$ cat src/design/biou_pkg.sv
`default_nettype none

package biou_pkg;

    // Field and arithmetic widths.
    localparam int COORD_W     = 16;
    localparam int FRAC_W      = 12;
    localparam int HALF_SHIFT  = FRAC_W - 1;
    localparam int GRID_W      = 7;
    localparam int BOX_IDX_W   = 3;
    localparam int BOXES_PER_CELL = 2;
    localparam int IOU_W       = 16;
    localparam int IOU_FRAC    = 15;
    localparam logic [IOU_W-1:0] IOU_ONE = IOU_W'(1 << IOU_FRAC);

    // Center division: the dividend is |c| << FRAC_W, retired four bits a cycle.
    localparam int DVD_W       = COORD_W + FRAC_W;
    localparam int DIV_RADIX_BITS = 4;
    localparam int DIV_CYCLES  = DVD_W / DIV_RADIX_BITS;
    localparam int LANES       = 4;

    // Corners, spans, areas and union.
    localparam int CORNER_W    = DVD_W + 2;
    localparam int EXT_W       = CORNER_W + 1;
    localparam int SPAN_W      = CORNER_W;
    localparam int INTER_W     = 2 * SPAN_W;
    localparam int AREA_W      = 2 * COORD_W;
    localparam int AREA_SUM_W  = AREA_W + 1;
    localparam int AREA_SHIFT  = 2 * FRAC_W;
    localparam int UNI_W       = INTER_W + 2;

    localparam int CNT_W       = 4;
    localparam int QUEUE_DEPTH = 2;
    localparam int QPTR_W      = $clog2(QUEUE_DEPTH);
    localparam int QCNT_W      = $clog2(QUEUE_DEPTH + 1);

    localparam int IN_DATA_W   = 8 * COORD_W;
    localparam int OUT_FIELDS_W = 2 * IOU_W + BOX_IDX_W;
    localparam int OUT_DATA_W  = ((OUT_FIELDS_W + 7) / 8) * 8;

    typedef struct packed {
        logic signed [COORD_W-1:0] pred_cx;
        logic signed [COORD_W-1:0] pred_cy;
        logic signed [COORD_W-1:0] pred_w;
        logic signed [COORD_W-1:0] pred_h;
        logic signed [COORD_W-1:0] tgt_cx;
        logic signed [COORD_W-1:0] tgt_cy;
        logic signed [COORD_W-1:0] tgt_w;
        logic signed [COORD_W-1:0] tgt_h;
        logic [BOX_IDX_W-1:0]      idx;
        logic                      done;
    } biou_item_t;

    function automatic logic signed [CORNER_W-1:0] half_size(
        input logic signed [COORD_W-1:0] s
    );
        return $signed({{(CORNER_W-COORD_W-HALF_SHIFT){s[COORD_W-1]}}, s,
                        {HALF_SHIFT{1'b0}}});
    endfunction

    function automatic logic signed [CORNER_W-1:0] center(
        input logic [DVD_W-1:0] q,
        input logic             neg
    );
        logic signed [CORNER_W-1:0] m;
        m = $signed({{(CORNER_W-DVD_W){1'b0}}, q});
        return neg ? -m : m;
    endfunction

    // Overlap along one axis, clamped at zero.
    function automatic logic [SPAN_W-1:0] overlap(
        input logic signed [CORNER_W-1:0] c_p,
        input logic signed [COORD_W-1:0]  s_p,
        input logic signed [CORNER_W-1:0] c_t,
        input logic signed [COORD_W-1:0]  s_t
    );
        logic signed [CORNER_W-1:0] lo_p;
        logic signed [CORNER_W-1:0] hi_p;
        logic signed [CORNER_W-1:0] lo_t;
        logic signed [CORNER_W-1:0] hi_t;
        logic signed [CORNER_W-1:0] mn;
        logic signed [CORNER_W-1:0] mx;
        logic [EXT_W-1:0]           d;
        lo_p = c_p - half_size(s_p);
        hi_p = c_p + half_size(s_p);
        lo_t = c_t - half_size(s_t);
        hi_t = c_t + half_size(s_t);
        mn = (hi_p < hi_t) ? hi_p : hi_t;
        mx = (lo_p > lo_t) ? lo_p : lo_t;
        d = {mn[CORNER_W-1], mn} - {mx[CORNER_W-1], mx};
        return d[EXT_W-1] ? '0 : d[SPAN_W-1:0];
    endfunction

endpackage

`default_nettype wire

$ cat src/design/biou_fifo.sv
`default_nettype none

module biou_fifo (
    input  wire                  clk,
    input  wire                  rst_n,
    input  wire                  push,
    input  wire biou_pkg::biou_item_t push_item,
    output logic                 full,
    input  wire                  pop,
    output logic                 not_empty,
    output biou_pkg::biou_item_t rd_item
);
    import biou_pkg::*;

    biou_item_t           entry_reg [QUEUE_DEPTH];
    logic [QPTR_W-1:0]    wptr_reg;
    logic [QPTR_W-1:0]    rptr_reg;
    logic [QCNT_W-1:0]    count_reg;
    logic                 do_pop;

    assign full      = (count_reg == QCNT_W'(QUEUE_DEPTH));
    assign not_empty = (count_reg != '0);
    assign do_pop    = pop && not_empty;
    assign rd_item   = entry_reg[rptr_reg];

    always_ff @(posedge clk)
    begin
        if (push && !full)
        begin
            entry_reg[wptr_reg] <= push_item;
        end
    end

    always_ff @(posedge clk or negedge rst_n)
    begin
        if (!rst_n)
        begin
            wptr_reg  <= '0;
            rptr_reg  <= '0;
            count_reg <= '0;
        end
        else
        begin
            if (push && !full)
            begin
                wptr_reg <= (wptr_reg == QPTR_W'(QUEUE_DEPTH - 1)) ? '0
                                                                  : wptr_reg + QPTR_W'(1);
            end
            if (do_pop)
            begin
                rptr_reg <= (rptr_reg == QPTR_W'(QUEUE_DEPTH - 1)) ? '0
                                                                  : rptr_reg + QPTR_W'(1);
            end
            if ((push && !full) && !do_pop)
            begin
                count_reg <= count_reg + QCNT_W'(1);
            end
            else if (!(push && !full) && do_pop)
            begin
                count_reg <= count_reg - QCNT_W'(1);
            end
        end
    end

endmodule

`default_nettype wire

$ cat config.mk
export PLATFORM = sky130hd
export DESIGN_NAME = biou_fifo
export DESIGN_NICKNAME = d
export VERILOG_FILES = /design/src/design/biou_pkg.sv /design/src/design/biou_fifo.sv
export SDC_FILE = /design/constraint.sdc
export NUM_CORES = 1
export LEC_CHECK = 0
export BUFFER_PORTS_ARGS = -buffer_cell sky130_fd_sc_hd__buf_2
export CAP_MARGIN = 10
export CELL_PAD_IN_SITES_DETAIL_PLACEMENT = 0
export CELL_PAD_IN_SITES_GLOBAL_PLACEMENT = 2
export CORE_MARGIN = 2
export CORE_UTILIZATION = 40
export CTS_BUF_LIST = sky130_fd_sc_hd__clkbuf_2
export DETAILED_ROUTE_END_ITERATION = 8
export GPL_ROUTABILITY_DRIVEN = 1
export GPL_TIMING_DRIVEN = 1
export PLACE_DENSITY_LB_ADDON = 0.25
export SETUP_SLACK_MARGIN = 0.5
export SLEW_MARGIN = 20
export SYNTH_ARGS = -nofsm -noshare
export SYNTH_HDL_FRONTEND = slang
export SYNTH_SLANG_ARGS = --single-unit
$ cat constraint.sdc
create_clock -name clk -period 7.8 [get_ports clk]
set_clock_uncertainty 0.1 [all_clocks]
set_input_delay 1.17 -clock clk [delete_from_list [all_inputs] [get_ports clk]]
set_output_delay 1.17 -clock clk [all_outputs]
set_load 0.02 [all_outputs]
==> reports/results.md, run 1 <==
| Stage | Parameter | Reported |
|---|---|---|
| worst setup path | Type of the worst setup path | reg -> out |
| sta | Maximum achievable frequency | 234 MHz |
| sta | Max-slew violations | 0 |
| synth | Most common library cells after synthesis | edfxtp_1, mux2_4, mux2_2, buf_6, buf_2 |
| power and ir drop | Post-layout power | 4.70 mW |
| clocking | Clock insertion delay at the later pin of the skew report | 0.72 ns |
| grt | Number of antenna violations at the first check in global routing | 6 |
| routing | Violation count after the first detailed-route iteration | 324 |
| die | Chip Width | 162 um |
| synth | Gate count after technology mapping | 430 |
| synth | Syn_area_per_cell | 23.3 um2 |
| die | Initial Utilization | 40.9% |
| synth | Top cells by area, synth | edfxtp_1, mux2_4, mux2_2 |
| worst setup path | Register-to-register setup slack | 4.89 ns |
| grt | Wire length of the first global-routing pass | 28.9 mm |
| place | Count of buffers from port buffering | 269 |
| clocking | Clk root buf | clkbuf_2 |
| synth | Compound-Gate Fraction of Synth Area | 0% |
| layout | Share of layout cells above drive strength 1 | 64.3% |
| clocking | Post-CTS setup-driven buffer insertion count | 0 |
| place | HPWL Detailed | 12.7 mm |
| die | Standard cell core area | 24,500 um2 |
| grt | Number of global-route vias before repair | 5,528 |
| power and ir drop | Pwr Density | 380 nW/um2 |
| sta | Slew at the pin with the worst max-slew slack | 1.01 ns |
| worst setup path | Required time of the worst setup path | 6.53 ns |
| sta | Count of final hold-check violations | 0 |
| layout | Area growth from synthesis to layout | 23.4% |
| clocking | Maximum buffer depth of the clock tree | 3 |
| grt | GR Util All Layers | 14.5% |
| routing | TritonRoute pass-1 iters | 4 |
| worst setup path | Capture point of the worst reg-to-reg path | entry_reg[1][121] |
| synth | Portion of synthesized cell area occupied by the leading cell type | 79.2% |
| sta | Setup TNS Final | 0 ns |
| synth | Share of synthesized area occupied by flip-flops and latches | 80.2% |
| layout | Filler cells | 2,101 |
| die | Standard-cell rows | 57 |
| die | Die area | 26,300 um2 |
| synth | Post-Syn Nets | 567 |
| clocking | Total CTS buffers | 69 |
| power and ir drop | Maximum resistive drop on vdd | 0.000206 V |
| sta | Slew Limit Headroom | 32.6% |
| sta | Portion of the clock cycle consumed by the worst path in the final layout | 54.7% |
| clocking | Clock H-tree levels | 3 |
| die | Die span in y | 162 um |
| synth | Mux cell area share after synthesis | 17.5% |
| grt | Overflow left after global routing | 0 |
| power and ir drop | Leakage Power | 4.96 nW |
| worst setup path | Reg-to-reg critical path startpoint | count_reg[0] |
| clocking | CTS Hold Bufs | 0 |
| place | Worst slack, placed | 4.24 ns |
| synth | Dominant combinational cell family by area after synthesis | multiplexers |
| clocking | CTS tree | built |
| sta | Final min period | 4.27 ns |
| synth | Count of state elements after synthesis | 268 |
| clocking | CTS resizes | 0 |
| synth | Fraction of the mapped netlist area in simple logic gates | 0.338% |
| synth | Netlist Area Pre-Place | 10,000 um2 |
| worst setup path | Arrival time at the worst endpoint | 3.00 ns |
| layout | Max FFs per register | 264 |
| synth | Fraction of the mapped netlist area in adder cells | 0.125% |
| layout | Layout net count | 897 |
| sta | Setup violation total in the final timing report | 0 |
| job | Maxcap violations | 0 |
| synth | XOR/XNOR Fraction of Synth Area | 0.438% |
| routing | Detail-routed net length per standard cell | 17.1 um |
| sta | Worst setup margin | 3.53 ns |
| clocking | Sink Count | 268 |
| clocking | Clock-pin slew of the registers on the worst-case setup and hold paths | 0.10 ns |
| sta | Unrepaired setup endpoints after global routing | no |
| synth | Library cell occupying the most area in the post-synthesis netlist | edfxtp_1 |
| synth | FFs w/ async S/R, synth | 1.49% |
| routing | Total vias in the final route | 5,222 |
| synth | Count of different cell masters after synthesis | 15 |
| place | Final weighted congestion in routability-driven placement | 0.717 |
| routing | Via density per instance | 4.58 |
| routing | Total length of routed wires | 19.6 mm |
| die | I/O pin total | 270 |
| synth | Number of enable flip-flop cells after synthesis | 264 |
| grt | Largest net degree at the start of global routing | 79 |
| outcome | Result of the run | finished clean |
| worst setup path | Worst reg-to-reg path cell count | 3 |
| worst setup path | Critical path launch point type | flop |
| synth | Most repeated cell in the gate-level netlist after synthesis | edfxtp_1 |
| worst hold path | Hold crit path type | in -> async |
| worst setup path | Biggest fanout along the worst timing path | 43 |
| routing | Routed Antenna Nets | 0 |
| synth | Most used DFF post-synth | edfxtp_1 |
| worst setup path | Setup crit end kind | primary output |
| synth | Synth Warn # | 0 |
| routing | DRC | 0 |
## area by class of cell
type | instances | area [um2] | share of cell area (%)
sequential | 268 | 8030 | 65.1
multi-input combinational | 145 | 1850 | 15.0
timing repair buffer | 274 | 1390 | 11.2
clock buffer | 105 | 526 | 4.26
tap | 324 | 405 | 3.28
clock inverter | 18 | 124 | 1.00
antenna | 5 | 12.5 | 0.101
inverter | 2 | 7.51 | 0.0608
## metal layers
metal	vias to the layer above	wire [um]	GRT usage, %	part of all wire (%)
met5	-	27	0	0.14
met4	4	333	6.03	1.7
met3	32	2030	6.51	10
met2	245	9090	22.5	46
met1	2520	8070	17.6	41
li1	2421	-	-	-
## power breakdown
part / leakage (nW) / internal (mW) / total (mW) / switching, mW
Clock: 0.502 / 0.423 / 0.949 / 0.526
Combinational: 1.96 / 0.690 / 1.65 / 0.964
Sequential: 2.50 / 1.97 / 2.09 / 0.125
## logic make-up (layout without fill, tap and decap cells)
group | count (synthesis) | in the layout
other | 0 | 5
muxes | 132 | 132
xor gates and xnor gates | 5 | 5
and+or+nand+nor | 7 | 7
adders and majority gates | 1 | 1
DFF | 268 | 268
buffers and inverters | 17 | 399
## worst max-delay path by stage
stage	startpoint	depth (start not counted)	endpoint	slack [ns]
finish	rptr_reg	3	rd_item[115]	3.53
global placement	push	3	entry_reg[1][117]	4.30
CTS	rptr_reg	3	rd_item[15]	3.40
floorplan	push	2	entry_reg[0][0]	2.56
global route	rptr_reg	3	rd_item[115]	3.32
detailed placement	push	3	entry_reg[1][79]	4.24
## through the flow
stage	util [%]	instances	instance area [um2]	hold slack, ns
after floorplan	-	430	10000	0.356
after global placement	47.7	1013	11700	0.373
after detailed placement	47.7	1013	11700	0.400
after CTS	50.4	1136	12300	0.0138
after global routing	50.4	1138	12300	0.0120
final	50.5	1141	12300	0.133
## placed cells by master (no fill, tap or decap), drive strengths merged, types with 2 or more instances in the layout
cell / instances
buf: 274
nand2: 2
xnor2: 3
bufinv: 2
clkbuf: 105
diode: 5
dfrtp: 4
nor2: 2
xor2: 2
mux2: 132
inv: 4
clkinv: 14
edfxtp: 264
## critical path, stage by stage (launching register included)
cell and delay (ns):
dfrtp_4 0.87, buf_4 0.75, mux2_2 0.41, buf_2 0.16
Power figures use the tool's default switching activity.
==> inputs of run 2 (changes only) <==
Settings changed: ABC_AREA from default to 1, CORE_UTILIZATION 40 to 32.
Clock period 7.8 ns to 3.65 ns, I/O delays scaled along.
==> run 2 against run 1 <==
- via count grew 32%
- worst setup slack worse by 2.8 ns
- utilization down 5.6 points
- combinational power up 140%
- final cell count increased by 42%
- power is 120% higher
- critical path depth rose by 1
- flip-flop and latch count is the same
- register-to-register slack worse by 3.3 ns
- highest routed layer is now met4
==> reports/results.md, run 2 <==
| Stage | Parameter | Reported | vs previous |
|---|---|---|---|
| outcome | Result of the run | finished clean |  |
| routing | Total vias in the final route | 6,875 | +32% |
| place | HPWL Detailed | 14.4 mm | +13% |
| clocking | Total CTS buffers | 73 | +5.8% |
| routing | Detail-routed net length per standard cell | 14.7 um | -14% |
| power and ir drop | Post-layout power | 10.4 mW | +120% |
| grt | GR Util All Layers | 14.7% | +0.22 points |
| worst setup path | Critical path launch point type | flop |  |
| power and ir drop | Pwr Density | 759 nW/um2 | +99% |
| worst setup path | Type of the worst setup path | reg -> out |  |
| worst setup path | Setup crit end kind | primary output |  |
| die | Die area | 32,200 um2 | +23% |
| routing | TritonRoute pass-1 iters | 4 | unchanged |
| layout | Share of layout cells above drive strength 1 | 32.6% | -32 points |
| sta | Count of final hold-check violations | 0 | unchanged |
| place | Worst slack, placed | 1.26 ns | -2.98 ns |
| routing | Via density per instance | 4.23 | -7.6% |
| synth | Number of enable flip-flop cells after synthesis | 264 | unchanged |
| grt | Overflow left after global routing | 0 | unchanged |
| synth | Post-Syn Nets | 858 | +51% |
| sta | Slew at the pin with the worst max-slew slack | 0.836 ns | -0.175 ns |
| place | Count of buffers from port buffering | 269 | unchanged |
| synth | Library cell occupying the most area in the post-synthesis netlist | edfxtp_1 |  |
| routing | Violation count after the first detailed-route iteration | 346 | +6.8% |
| grt | Number of global-route vias before repair | 6,978 | +26% |
| routing | Routed Antenna Nets | 0 | unchanged |
| sta | Slew Limit Headroom | 44.3% | +12 points |
| layout | Max FFs per register | 264 | unchanged |
| clocking | Clock-pin slew of the registers on the worst-case setup and hold paths | 0.10 ns | about the same |
| grt | Number of antenna violations at the first check in global routing | 2 | -4 |
| synth | FFs w/ async S/R, synth | 1.49% | unchanged |
| job | Maxcap violations | 0 | unchanged |
| layout | Fin util | 44.9% | -5.6 points |
| sta | Unrepaired setup endpoints after global routing | yes |  |
| grt | Largest net degree at the start of global routing | 134 | +70% |
| synth | Gate count after technology mapping | 721 | +68% |
| synth | Count of different cell masters after synthesis | 14 | -1 |
| worst setup path | Biggest fanout along the worst timing path | 133 | +210% |
| synth | Portion of synthesized cell area occupied by the leading cell type | 80.4% | +1.2 points |
| worst setup path | Arrival time at the worst endpoint | 2.31 ns | -0.69 ns |
| worst hold path | Hold crit path type | in -> reg |  |
| synth | Synth Warn # | 0 | unchanged |
| layout | Layout net count | 1,316 | +47% |
| layout | Number of standard cells in the layout, taps in and fillers out | 1,625 | +42% |
| place | Placed Instances | 1,364 | +35% |
| worst setup path | Required time of the worst setup path | 3.00 ns | -3.53 ns |
| synth | Share of synthesized area occupied by flip-flops and latches | 81.4% | +1.2 points |
| clocking | CTS tree | built |  |
| clocking | Clk root buf | clkbuf_2 |  |
| power and ir drop | Maximum resistive drop on vdd | 0.000475 V | +130% |
| synth | Count of state elements after synthesis | 268 | unchanged |
| die | Standard-cell rows | 64 | +12% |
| clocking | Clock insertion delay at the later pin of the skew report | 0.80 ns | +0.08 ns |
| sta | Maximum achievable frequency | 338 MHz |  |
| layout | Commonest cells after routing, fill and taps aside | nand2_1, buf_2, edfxtp_1, dlygate4sd3_1, clkbuf_2 |  |
| sta | Max-slew violations | 0 | unchanged |
| power and ir drop | Leakage Power | 5.97 nW | +20% |
| die | Standard cell core area | 30,400 um2 | +24% |
| die | Chip Width | 180 um | +11% |
| synth | Top cells by area, synth | edfxtp_1, nand2_1, dfrtp_1 |  |
| die | Die span in y | 180 um | +11% |
| worst setup path | Register-to-register setup slack | 1.57 ns | -3.32 ns |
| die | Initial Utilization | 32.4% | -8.5 points |
| die | I/O pin total | 270 | unchanged |
| layout | Filler cells | 2,871 | +37% |
| sta | Worst setup margin | 0.691 ns | -2.84 ns |
| layout | Area growth from synthesis to layout | 38.5% |  |
| routing | DRC | 0 | unchanged |
| clocking | Sink Count | 268 | unchanged |
| place | Final weighted congestion in routability-driven placement | 0.729 | +1.7% |
| layout | Most common library cell in the layout ignoring fill and taps | nand2_1 |  |
| sta | Setup TNS Final | 0 ns | unchanged |
| sta | Portion of the clock cycle consumed by the worst path in the final layout | 81.1% |  |
| synth | Netlist Area Pre-Place | 9860 um2 | -1.5% |
| clocking | Post-CTS setup-driven buffer insertion count | 0 | unchanged |
| routing | Total length of routed wires | 23.9 mm | +22% |
| synth | Most common library cells after synthesis | nand2_1, edfxtp_1, buf_2, buf_4, buf_6 |  |
| clocking | Clock H-tree levels | 3 | unchanged |
| clocking | Maximum buffer depth of the clock tree | 3 | unchanged |
| sta | Final min period | 2.96 ns |  |
| synth | Most repeated cell in the gate-level netlist after synthesis | nand2_1 |  |
| sta | Setup violation total in the final timing report | 0 | unchanged |
| synth | Most used DFF post-synth | edfxtp_1 |  |
| grt | Wire length of the first global-routing pass | 37.4 mm | +29% |
| synth | Syn_area_per_cell | 13.7 um2 | -41% |
[run 2: cell count changes in the layout (fill, tap and decap cells not counted), moves of 4 or more]
cell | before | now
nand2_1 | 2 | 406
dlygate4sd3_1 | 0 | 136
mux2_4 | 70 | 0
mux2_2 | 62 | 0
clkbuf_2 | 105 | 112
clkinv_1 | 11 | 6
inv_1 | 2 | 6
[run 2: path summary, 6_finish.rpt]
kind | depth (start not counted) | to | startpoint
worst max register to register | 4 | entry_reg[1][109] | count_reg[1]
worst min register to register | 2 | count_reg[1] | count_reg[1]
worst max-delay path | 4 | rd_item[45] | rptr_reg
min in group asynchronous | 3 | wptr_reg | rst_n
worst min-delay path | 2 | entry_reg[1][112] | push_item[112]
max in group asynchronous | 3 | rptr_reg | rst_n
[run 2: report_power, final]
group | internal, mW | leakage [nW] | switching, mW
combinational | 1.14 | 2.97 | 2.82
sequential | 4.19 | 2.50 | 0.163
clock | 0.872 | 0.501 | 1.18
[run 2: worst max-delay path: stages, from the launching register on]
cell,delay (ns)
dfrtp_4,0.48
buf_16,0.46
nand2_1,0.21
nand2_1,0.11
buf_2,0.16
[run 2: cell families after synthesis]
kind of cell / synth area share (%)
AOI/OAI and AO/OA: 0.0507
xor gates and xnor gates: 0.0888
adders and majority gates: 0.127
buffers and inverters: 2.54
DFF: 81.4
and+or+nand+nor: 15.8
[run 2: routing by layer]
metal / part of all wire, % / track usage (%)
met1: 44 / 19.2
met2: 43 / 21.6
met5: 0 / 0
met3: 10 / 6.08
met4: 2.5 / 6.02
[run 2: final cells by class]
cell class	count	area (um2)	area share, %
sequential	268	8030	58.8
timing repair buffer	412	2840	20.8
multi-input combinational	416	1600	11.7
clock buffer	112	561	4.10
tap	396	495	3.63
clock inverter	11	77.6	0.568
inverter	8	46.3	0.339
antenna	2	5.00	0.0366
[run 2: metrics by stage]
step | instance area [um2] | hold WS (ns)
global placement | 11600 | 0.267
CTS | 13600 | 0.232
floorplan | 9880 | 0.152
finish | 13700 | 0.367
detailed placement | 11600 | 0.269
global route | 13700 | 0.229
[run 2: repair_timing]
item,4_1_cts,5_1_grt
pin swaps,0,0
setup endpoints to repair,82,73
hold buffers,136,0
hold endpoints to repair,271,0
resized for setup,2,4
