[src/design/biou_pkg.sv]
`default_nettype none

package biou_pkg;

    // Field and arithmetic widths.
    localparam int COORD_W     = 16;
    localparam int FRAC_W      = 12;
    localparam int HALF_SHIFT  = FRAC_W - 1;
    localparam int GRID_W      = 7;
    localparam int BOX_IDX_W   = 3;
    localparam int BOXES_PER_CELL = 2;
    localparam int IOU_W       = 16;
    localparam int IOU_FRAC    = 15;
    localparam logic [IOU_W-1:0] IOU_ONE = IOU_W'(1 << IOU_FRAC);

    // Center division: the dividend is |c| << FRAC_W, retired four bits a cycle.
    localparam int DVD_W       = COORD_W + FRAC_W;
    localparam int DIV_RADIX_BITS = 4;
    localparam int DIV_CYCLES  = DVD_W / DIV_RADIX_BITS;
    localparam int LANES       = 4;

    // Corners, spans, areas and union.
    localparam int CORNER_W    = DVD_W + 2;
    localparam int EXT_W       = CORNER_W + 1;
    localparam int SPAN_W      = CORNER_W;
    localparam int INTER_W     = 2 * SPAN_W;
    localparam int AREA_W      = 2 * COORD_W;
    localparam int AREA_SUM_W  = AREA_W + 1;
    localparam int AREA_SHIFT  = 2 * FRAC_W;
    localparam int UNI_W       = INTER_W + 2;

    localparam int CNT_W       = 4;
    localparam int QUEUE_DEPTH = 2;
    localparam int QPTR_W      = $clog2(QUEUE_DEPTH);
    localparam int QCNT_W      = $clog2(QUEUE_DEPTH + 1);

    localparam int IN_DATA_W   = 8 * COORD_W;
    localparam int OUT_FIELDS_W = 2 * IOU_W + BOX_IDX_W;
    localparam int OUT_DATA_W  = ((OUT_FIELDS_W + 7) / 8) * 8;

    typedef struct packed {
        logic signed [COORD_W-1:0] pred_cx;
        logic signed [COORD_W-1:0] pred_cy;
        logic signed [COORD_W-1:0] pred_w;
        logic signed [COORD_W-1:0] pred_h;
        logic signed [COORD_W-1:0] tgt_cx;
        logic signed [COORD_W-1:0] tgt_cy;
        logic signed [COORD_W-1:0] tgt_w;
        logic signed [COORD_W-1:0] tgt_h;
        logic [BOX_IDX_W-1:0]      idx;
        logic                      done;
    } biou_item_t;

    function automatic logic signed [CORNER_W-1:0] half_size(
        input logic signed [COORD_W-1:0] s
    );
        return $signed({{(CORNER_W-COORD_W-HALF_SHIFT){s[COORD_W-1]}}, s,
                        {HALF_SHIFT{1'b0}}});
    endfunction

    function automatic logic signed [CORNER_W-1:0] center(
        input logic [DVD_W-1:0] q,
        input logic             neg
    );
        logic signed [CORNER_W-1:0] m;
        m = $signed({{(CORNER_W-DVD_W){1'b0}}, q});
        return neg ? -m : m;
    endfunction

    // Overlap along one axis, clamped at zero.
    function automatic logic [SPAN_W-1:0] overlap(
        input logic signed [CORNER_W-1:0] c_p,
        input logic signed [COORD_W-1:0]  s_p,
        input logic signed [CORNER_W-1:0] c_t,
        input logic signed [COORD_W-1:0]  s_t
    );
        logic signed [CORNER_W-1:0] lo_p;
        logic signed [CORNER_W-1:0] hi_p;
        logic signed [CORNER_W-1:0] lo_t;
        logic signed [CORNER_W-1:0] hi_t;
        logic signed [CORNER_W-1:0] mn;
        logic signed [CORNER_W-1:0] mx;
        logic [EXT_W-1:0]           d;
        lo_p = c_p - half_size(s_p);
        hi_p = c_p + half_size(s_p);
        lo_t = c_t - half_size(s_t);
        hi_t = c_t + half_size(s_t);
        mn = (hi_p < hi_t) ? hi_p : hi_t;
        mx = (lo_p > lo_t) ? lo_p : lo_t;
        d = {mn[CORNER_W-1], mn} - {mx[CORNER_W-1], mx};
        return d[EXT_W-1] ? '0 : d[SPAN_W-1:0];
    endfunction

endpackage

`default_nettype wire

[src/design/biou_front.sv]
`default_nettype none

module biou_front (
    input  wire                               clk,
    input  wire                               rst_n,
    input  wire                               s_tvalid,
    output logic                              s_tready,
    input  wire  [biou_pkg::IN_DATA_W-1:0]    s_tdata,
    input  wire                               s_tlast,
    input  wire                               q_full,
    output logic                              push,
    output biou_pkg::biou_item_t              push_item
);
    import biou_pkg::*;

    logic [BOX_IDX_W-1:0] box_position_reg;
    logic [BOX_IDX_W-1:0] box_position_next;
    logic                 done;

    assign s_tready = !q_full;
    assign push     = s_tvalid && !q_full;

    // A cell ends on the last flag or when its box slots are used up.
    assign done = s_tlast || (box_position_reg >= BOX_IDX_W'(BOXES_PER_CELL - 1));

    always_comb
    begin
        push_item.pred_cx = $signed(s_tdata[0*COORD_W +: COORD_W]);
        push_item.pred_cy = $signed(s_tdata[1*COORD_W +: COORD_W]);
        push_item.pred_w  = $signed(s_tdata[2*COORD_W +: COORD_W]);
        push_item.pred_h  = $signed(s_tdata[3*COORD_W +: COORD_W]);
        push_item.tgt_cx  = $signed(s_tdata[4*COORD_W +: COORD_W]);
        push_item.tgt_cy  = $signed(s_tdata[5*COORD_W +: COORD_W]);
        push_item.tgt_w   = $signed(s_tdata[6*COORD_W +: COORD_W]);
        push_item.tgt_h   = $signed(s_tdata[7*COORD_W +: COORD_W]);
        push_item.idx     = box_position_reg;
        push_item.done    = done;
    end

    assign box_position_next = done ? '0 : box_position_reg + BOX_IDX_W'(1);

    always_ff @(posedge clk or negedge rst_n)
    begin
        if (!rst_n)
        begin
            box_position_reg <= '0;
        end
        else if (push)
        begin
            box_position_reg <= box_position_next;
        end
    end

endmodule

`default_nettype wire

[config.mk]
export PLATFORM = sky130hd
export DESIGN_NAME = biou_front
export DESIGN_NICKNAME = d
export VERILOG_FILES = /design/src/design/biou_pkg.sv /design/src/design/biou_front.sv
export SDC_FILE = /design/constraint.sdc
export NUM_CORES = 1
export LEC_CHECK = 0
export ABC_AREA = 1
export ABC_CLOCK_PERIOD_IN_PS = 1260
export BUFFER_PORTS_ARGS = -buffer_cell sky130_fd_sc_hd__buf_2
export CAP_MARGIN = 10
export CORE_AREA = 2 2 103 105
export CTS_CLUSTER_DIAMETER = 100
export DETAILED_ROUTE_END_ITERATION = 8
export DIE_AREA = 0 0 105 107
export PLACE_DENSITY = 0.45
export SYNTH_ARGS = -nofsm -noshare
export SYNTH_HDL_FRONTEND = slang
export SYNTH_SLANG_ARGS = --single-unit
[constraint.sdc]
create_clock -name clk -period 1.26 [get_ports clk]
set_input_delay 0.126 -clock clk [delete_from_list [all_inputs] [get_ports clk]]
set_output_delay 0.126 -clock clk [all_outputs]
set_load 0.01 [all_outputs]
==> results of run 1 <==
## what timing repair did
action / 4_1_cts / 5_1_grt
endpoints found under the setup margin: 1 / 2
resized for setup: 4 / 2
hold buffers: 1 / 0
endpoints found under the hold margin: 3 / 0
gates cloned: 0 / 0
pin swaps: 0 / 1
buffers inserted: 3 / 1
## routing by layer
metal	vias to the layer above	global-route usage	wire [um]
met5	-	0	0
met4	0	0.120	642
met3	70	0.0280	476
met2	72	0.0431	740
met1	151	0.0135	324
li1	120	-	-
## path summary, 6_finish.rpt
check	end	from	slack (ps)	cells past startpoint
min reg2reg	box_position_reg[2]$_DFFE_PN0P_	box_position_reg[2]$_DFFE_PN0P_	640	3
max reg2reg	box_position_reg[2]$_DFFE_PN0P_	box_position_reg[1]$_DFFE_PN0P_	100	7
max	push_item[0]	box_position_reg[1]$_DFFE_PN0P_	50	4
min in group clk	box_position_reg[0]$_DFFE_PN0P_	q_full	240	4
min	box_position_reg[2]$_DFFE_PN0P_	rst_n	240	2
max in group asynchronous	box_position_reg[1]$_DFFE_PN0P_	rst_n	910	2
## cell families (layout without fill, tap and decap cells)
kind of cell    after synthesis  in the layout  synth area share
buf+inv                     136             26             0.845
fa+ha+maj                     2              2            0.0213
simple gates                 15             15            0.0659
flops                         3              3            0.0638
compound gates                1              1           0.00425
## worst max-delay path: cells and delay by family, from the launching register on
family,cells,cell delay [ps]
flip-flops,1,370
buffers and inverters,2,270
AND/OR/NAND/NOR,2,220
## per-stage QoR
stage / util / setup TNS [ps] / hold WS, ps / instances
CTS: 0.0518 / 0 / 225 / 182
global route: 0.0531 / -2.44 / 252 / 183
finish: 0.0531 / 0 / 240 / 183
global placement: 0.0425 / 0 / -74.7 / 174
floorplan: - / 0 / -170 / 157
detailed placement: 0.0425 / 0 / -75.4 / 174
## power by group
part / switching [uW] / internal, uW / leakage [uW]
Clock: 71.5 / 216 / 0.0000228
Sequential: 14.5 / 114 / 0.0000385
Combinational: 107 / 97.0 / 0.000145
Total: 193 / 427 / 0.000206
## cells in the final DEF (no fill, tap or decap)
| cell type | count |
|---|---|
| clkbuf_1 | 1 |
| nor2_4 | 1 |
| inv_2 | 3 |
| nor2_1 | 4 |
| buf_6 | 1 |
| nor2_2 | 1 |
| buf_4 | 4 |
| ha_2 | 2 |
| dfrtp_1 | 3 |
| inv_1 | 4 |
| nand2_1 | 4 |
| nand3_4 | 1 |
| clkbuf_8 | 3 |
| nand3_1 | 2 |
| nand2_2 | 2 |
| buf_2 | 9 |
| dlygate4sd3_1 | 1 |
| o21ai_1 | 1 |
## layout make-up
type / instances / area (um2)
Clock buffer: 4 / 45.0
Fill cell: 1244 / 9560
Inverter: 7 / 26.3
Multi-Input combinational cell: 18 / 123
Sequential cell: 3 / 75.1
Tap cell: 136 / 170
Timing Repair Buffer: 15 / 96.3
==> results.json, run 1 <==
{
  "status": "complete, no violations",
  "ys_types": 12,
  "num_vias": 413,
  "grt_setup_unrepaired": "true",
  "period_minus_slack_ps": 1210,
  "ios": 267,
  "syn_avg_cell_area_um2": 7.50,
  "synth-seq-cells": 3,
  "clock_path_buffers": 2,
  "crit_slowest_cell": "dfrtp_1",
  "synth_ff_type": "dfrtp_1",
  "synth_most_common_cell": "buf_4",
  "postRouteAntennaNets": 0,
  "drtIter0Drc": 2,
  "hold_viol_final": 0,
  "finalClockSkew_ps": 0.329,
  "grt_pass1_vias": 498,
  "diodes": 0,
  "grt_usage": 0.0387,
  "p_leak_uw": 0.000206,
  "slew_headroom": 0.865,
  "port-buffer-count": 10,
  "synth_area_leaders": "buf_4 82%, dfrtp_1 6.4%, ha_1 2.1%",
  "syn_to_final_growth_pct": -54.5,
  "worst_slack_ps": 46.8,
  "synth_area_leader_cell": "buf_4",
  "root_buffer": "clkbuf_8",
  "grt_pass1_wl_um": 3010,
  "design_area_um2": 536,
  "cts_sinks": 3,
  "crit_type": "reg2out",
  "grt_max_degree": 5,
  "finalSetupViolCount": 0,
  "syn_inst": 157,
  "synth_area_um2": 1180,
  "synth-edff-count": 0,
  "dieArea_um2": 11200,
  "required_ps": 1130,
  "routed_wl_um": 2180,
  "cts_tree": "yes",
  "wl_per_cell_um": 11.9,
  "p_per_area_nw_per_um2": 1160,
  "hold_path.class": "in2async",
  "numCtsBuffers": 3,
  "maxSlewViolCount": 0,
  "clk_pin_slew_ps": 30,
  "drc_errors": 0,
  "num_rows": 37,
  "post-dp-hpwl_um": 1700,
  "dpl_cell_area_um2": 429,
  "fmax_ghz": 0.824,
  "worstSetupEndpointType": "output port",
  "p_total_uw": 620,
  "largest_reg_flops": 3,
  "worst_pin_slew_ps": 202,
  "synthArstFlopShare": 1.00,
  "die_w_um": 105,
  "viasPerCell": 2.26,
  "syn-num-nets": 292,
  "grt-ovfl-total": 0,
  "start_util": 0.117,
  "synthTopCellsByCount": "129 x buf_4, 5 x inv_1, 5 x nor2_1, 4 x nand2_1, 3 x dfrtp_1",
  "synth_top_area_frac": 0.823,
  "drive_gt1_frac": 0.574,
  "post-route-period-util": 0.963,
  "antenna_found_initial": 0,
  "seq_area_frac_synth": 0.0638,
  "h-tree-depth": 1,
  "place.gp.congestion": 0.650,
  "worstPathArrival_ps": 1090,
  "drt_first_pass_iters": 2,
  "coreArea_um2": 10100,
  "clock_latency_ps": 220,
  "worstPathMaxFanout": 2,
  "fin_nets": 183,
  "crit_chain": "buf_4 > nor2_2 > nand3_4 > buf_6",
  "place_ws_ps": 142,
  "die_y_um": 107,
  "yosysWarnings": 0,
  "cpPeakStageDelay_ps": 370,
  "startpoint_type": "flip-flop",
  "ir_drop_mv": 0.642,
  "maxCapViolCount": 0
}
(Power assumes the default switching activity.)
==> inputs of run 2 (changes only) <==
==> constraint.sdc (replaced) <==
create_clock -name clk -period 1.26 [get_ports clk]
set_input_delay 0.252 -clock clk [delete_from_list [all_inputs] [get_ports clk]]
set_output_delay 0.252 -clock clk [all_outputs]
set_load 0.01 [all_outputs]
==> run 2 against run 1 <==
The flow now finishes with violations (setup timing). Sequential power about the same. Sequential cell count unchanged. Largest cell class unchanged. Critical path type unchanged. Clock skew increased by 1.0 ps. Combinational power increased by 3%. Via count decreased by 1.9%. Sequential share of layout area decreased by 0.16 points.
==> results.json, run 2 (same netlist as run 1, synthesis figures left out) <==
{
  "violations": "setup timing",
  "root_buffer": "clkbuf_8",
  "crit_type": "reg2out",
  "design_area_um2": 542,
  "dpl_cell_area_um2": 444,
  "num_vias": 405,
  "startpoint_type": "flip-flop",
  "p_total_uw": 621,
  "port-buffer-count": 10,
  "viasPerCell": 2.21,
  "pwr-share-seq": 0.209,
  "grt.met3_usage": 0.0201,
  "die_y_um": 107,
  "p_int_uw": 435,
  "final_util": 0.0537,
  "syn_to_final_growth_pct": -54.0,
  "finalSetupViolCount": 1,
  "worst_slack_ps": -74.0,
  "slew_headroom": 0.874,
  "clock_path_buffers": 2,
  "largest_reg_flops": 3,
  "pwr-share-comb": 0.338,
  "p_leak_uw": 0.000207,
  "cpPeakStageDelay_ps": 360,
  "finalClockSkew_ps": 1.33,
  "fmax_ghz": 0.750,
  "worstPathMaxFanout": 3,
  "antenna_found_initial": 0,
  "switchingPower_uw": 185,
  "numCtsBuffers": 3,
  "grt_max_degree": 5,
  "grt-ovfl-total": 0,
  "required_ps": 1010,
  "grt_pass1_vias": 476,
  "crit_chain": "inv_1 > ha_2 > inv_2 > nand3_4 > buf_6",
  "postRouteAntennaNets": 0,
  "wl_per_cell_um": 11.4,
  "drtIter0Drc": 3,
  "dieArea_um2": 11200,
  "hold_path.class": "in2async",
  "drt_first_pass_iters": 2,
  "place_ws_ps": 59.6,
  "worstSetupEndpointType": "output port",
  "status": "finished, violations left",
  "start_util": 0.117,
  "routed_wl_um": 2080,
  "clock_latency_ps": 220,
  "gr-usage-met1": 0.0154,
  "critPathTopFamily": "flip-flops",
  "period_minus_slack_ps": 1330,
  "top_usage_layer": "met4",
  "cp_num_buf_inv": 3,
  "ir_drop_mv": 0.702,
  "ios": 267,
  "grt_usage": 0.0354,
  "cts_sinks": 3,
  "drive_gt1_frac": 0.574,
  "grt_pass1_wl_um": 2810,
  "crit_slowest_cell": "dfrtp_1",
  "maxCapViolCount": 0,
  "grt_setup_unrepaired": "true",
  "coreArea_um2": 10100,
  "grtUsageMet2": 0.0445,
  "place.gp.congestion": 0.678,
  "p_per_area_nw_per_um2": 1150,
  "final_cell_mix": "8 x buf_2, 4 x nor2_1, 4 x inv_1, 4 x nand2_1, 4 x buf_4",
  "post-route-period-util": 1.06,
  "final_common_cell": "buf_2",
  "die_w_um": 105,
  "power_frac_clock": 0.452,
  "drc_errors": 0,
  "post-dp-hpwl_um": 1710,
  "worstPathArrival_ps": 1080,
  "worst_pin_slew_ps": 188,
  "reg2reg_slack_ps": 90,
  "maxSlewViolCount": 0,
  "diodes": 0,
  "switching_share": 0.299,
  "cts_tree": "yes",
  "hold_viol_final": 0,
  "h-tree-depth": 1,
  "fin_nets": 183,
  "clk_pin_slew_ps": 30,
  "num_rows": 37
}
-- run 2: cell counts in the layout (fill, tap and decap cells not counted) --
Identical to the previous run, type by type.
-- run 2: path summary, 6_finish.rpt --
path	startpoint	endpoint	cells after the start
setup / recovery	box_position_reg[1]$_DFFE_PN0P_	push_item[0]	5
hold / removal	rst_n	box_position_reg[0]$_DFFE_PN0P_	2
setup reg to reg	box_position_reg[1]$_DFFE_PN0P_	box_position_reg[2]$_DFFE_PN0P_	7
hold reg to reg	box_position_reg[2]$_DFFE_PN0P_	box_position_reg[2]$_DFFE_PN0P_	3
max in group asynchronous	rst_n	box_position_reg[2]$_DFFE_PN0P_	2
min in group clk	q_full	box_position_reg[0]$_DFFE_PN0P_	4
-- run 2: area by class of cell --
class,instances,area (um2)
clock buffer,4,45.0
fill,1231,9550
inverter,7,26.3
multi-input combinational,18,123
sequential,3,75.1
tap,136,170
timing repair buffer,15,103
-- run 2: power groups by stage --
stage	Combinational, uW	Sequential (uW)	Clock, uW
finish	210	130	281
global route	238	132	292
detailed placement	163	129	0
global placement	163	128	0
floorplan	495	141	0
CTS	197	130	290
-- run 2: per-stage QoR --
stage / std cells / TNS (ps) / hold slack (ps)
final: 183 / -74.0 / 370
after global routing: 183 / -158 / 384
after CTS: 182 / -103 / 354
after detailed placement: 176 / 0 / 53.3
after global placement: 176 / 0 / 52.2
after floorplan: 157 / 0 / -43.6
-- run 2: worst register-to-register path: cells and delay by family, from the launching register on --
family | cells | cell delay [ps]
buffers and inverters | 2 | 280
flip-flops | 1 | 390
AND/OR/NAND/NOR | 4 | 230
adder cells (fa/ha/maj) | 1 | 170
-- run 2: layer usage --
layer	wire [um]	up-vias
met3	404	64
met1	342	142
li1	-	120
met5	0	-
met2	804	79
met4	528	0
-- run 2: timing repair --
item,4_1_cts,5_1_grt
hold buffers,1,0
resized for setup,5,2
endpoints found under the setup margin,1,2
setup buffers,1,1
endpoints found under the hold margin,3,0
==> inputs of run 3 (changes only) <==
--- a/config.mk
+++ b/config.mk
@@ -9,11 +9,11 @@
 export ABC_CLOCK_PERIOD_IN_PS = 1260
 export BUFFER_PORTS_ARGS = -buffer_cell sky130_fd_sc_hd__buf_2
 export CAP_MARGIN = 10
-export CORE_AREA = 2 2 103 105
+export CORE_AREA = 5 5 101 103
 export CTS_CLUSTER_DIAMETER = 100
 export DETAILED_ROUTE_END_ITERATION = 8
-export DIE_AREA = 0 0 105 107
-export PLACE_DENSITY = 0.45
+export DIE_AREA = 0 0 106 108
+export PLACE_DENSITY = 0.48
 export SYNTH_ARGS = -nofsm -noshare
 export SYNTH_HDL_FRONTEND = slang
 export SYNTH_SLANG_ARGS = --single-unit
==> run 3 against run 2 <==
The run still ends with setup timing left. Clock-buffer cell count stayed put. Non-clock buffer count stayed put. Critical path depth is 1 lower. Register-to-register slack worse by 70 ps. Sequential power is 3% higher. First-iteration DRC count grew to 6.7 times the previous value. Cell count is 14% lower. Clock skew hardly changed. Critical path type unchanged.
==> results.json, run 3 (same netlist as run 1, synthesis figures left out) <==
{
  "antenna_found_initial": 0,
  "ir_drop_mv": 0.221,
  "start_util": 0.129,
  "grt_usage": 0.0325,
  "die_w_um": 106,
  "diodes": 0,
  "post-route-period-util": 1.06,
  "worst_slack_ps": -70.2,
  "drc_errors": 0,
  "post-dp-hpwl_um": 1650,
  "slew_headroom": 0.882,
  "grt_pass1_vias": 448,
  "design_area_um2": 504,
  "worstPathArrival_ps": 1080,
  "maxCapViolCount": 0,
  "dieArea_um2": 11400,
  "worstPathMaxFanout": 3,
  "violations": "setup timing",
  "maxSlewViolCount": 0,
  "num_rows": 35,
  "p_total_uw": 602,
  "clock_path_buffers": 2,
  "routed_wl_um": 2060,
  "drt_first_pass_iters": 2,
  "worst_pin_slew_ps": 177,
  "viasPerCell": 2.51,
  "fill_cells": 1079,
  "root_buffer": "clkbuf_8",
  "h-tree-depth": 1,
  "fin_nets": 183,
  "die_y_um": 108,
  "syn_to_final_growth_pct": -57.2,
  "required_ps": 1010,
  "wl_per_cell_um": 13.0,
  "period_minus_slack_ps": 1330,
  "num_vias": 397,
  "final_common_cell": "buf_2",
  "clk_pin_slew_ps": 30,
  "grt_setup_unrepaired": "true",
  "startpoint_type": "flip-flop",
  "finalSetupViolCount": 1,
  "numCtsBuffers": 3,
  "coreArea_um2": 9110,
  "ios": 267,
  "fmax_ghz": 0.752,
  "postRouteAntennaNets": 0,
  "p_leak_uw": 0.000207,
  "clock_latency_ps": 210,
  "finalClockSkew_ps": 0.908,
  "crit_type": "reg2out",
  "grt_pass1_wl_um": 2630,
  "port-buffer-count": 10,
  "drtIter0Drc": 20,
  "grt_max_degree": 5,
  "cts_tree": "yes",
  "status": "finished, violations left",
  "largest_reg_flops": 3,
  "hold_path.class": "in2async",
  "worstSetupEndpointType": "output port",
  "drive_gt1_frac": 0.574,
  "hold_viol_final": 0,
  "final_cell_mix": "9 x buf_2, 4 x nor2_1, 4 x inv_2, 4 x nand2_1, 4 x buf_4",
  "cts_sinks": 3,
  "dpl_cell_area_um2": 398,
  "p_per_area_nw_per_um2": 1190,
  "grt-ovfl-total": 0,
  "place.gp.congestion": 0.657
}
## run 3: cell type report
| cell class | count | area (um2) | area share |
|---|---|---|---|
| Multi-Input combinational cell | 18 | 123 | 0.243 |
| Tap cell | 111 | 139 | 0.275 |
| Sequential cell | 3 | 75.1 | 0.149 |
| Inverter | 7 | 26.3 | 0.0521 |
| Clock buffer | 4 | 45.0 | 0.0893 |
| Timing Repair Buffer | 15 | 96.3 | 0.191 |
## run 3: final timing paths
| check | endpoint | slack (ps) | cells past startpoint | startpoint |
|---|---|---|---|---|
| worst min register to register | box_position_reg[2]$_DFFE_PN0P_ | 620 | 3 | box_position_reg[2]$_DFFE_PN0P_ |
| max in group asynchronous | box_position_reg[0]$_DFFE_PN0P_ | 770 | 2 | rst_n |
| worst min-delay path | box_position_reg[2]$_DFFE_PN0P_ | 380 | 2 | rst_n |
| worst max-delay path | push_item[0] | -70 | 4 | box_position_reg[0]$_DFFE_PN0P_ |
| worst max register to register | box_position_reg[0]$_DFFE_PN0P_ | 20 | 8 | box_position_reg[0]$_DFFE_PN0P_ |
| min in group clk | box_position_reg[0]$_DFFE_PN0P_ | 390 | 4 | q_full |
## run 3: layer usage
metal | global-route usage | vias up | share of wire
met3 | 0.0436 | 58 | 0.27
met4 | 0.0786 | 0 | 0.22
met2 | 0.0328 | 76 | 0.37
met5 | 0 | - | 0
li1 | - | 119 | -
met1 | 0.0104 | 144 | 0.14
## run 3: per-stage QoR
stage	cells	util	hold WS, ps	worst slack, ps	TNS [ps]
2_1_floorplan	157	-	-43.6	85.2	0
3_3_place_gp	149	0.0437	52.2	98.8	0
3_5_place_dp	149	0.0437	56.4	77.3	0
4_1_cts	157	0.0532	381	-60.7	-60.7
5_1_grt	158	0.0554	397	-107	-206
6_report	158	0.0554	383	-70.2	-70.2
## run 3: timing repair
action / in CTS / in global routing
endpoints found under the hold margin: 3 / 0
hold buffers: 1 / 0
setup buffers: 3 / 1
pin swaps: 1 / 1
setup endpoints to repair: 1 / 1
gates resized for setup: 3 / 3
## run 3: report_power, final
part | switching [uW] | total [uW] | internal (uW)
combinational | 94.3 | 193 | 99.0
sequential | 19.7 | 134 | 114
clock | 59.4 | 275 | 215
total | 173 | 602 | 429
## run 3: critical path, cell delays in order, from the launching register on
cell     delay (ps)
dfrtp_1         420
ha_4            180
inv_2            40
nand3_2          90
buf_6           130
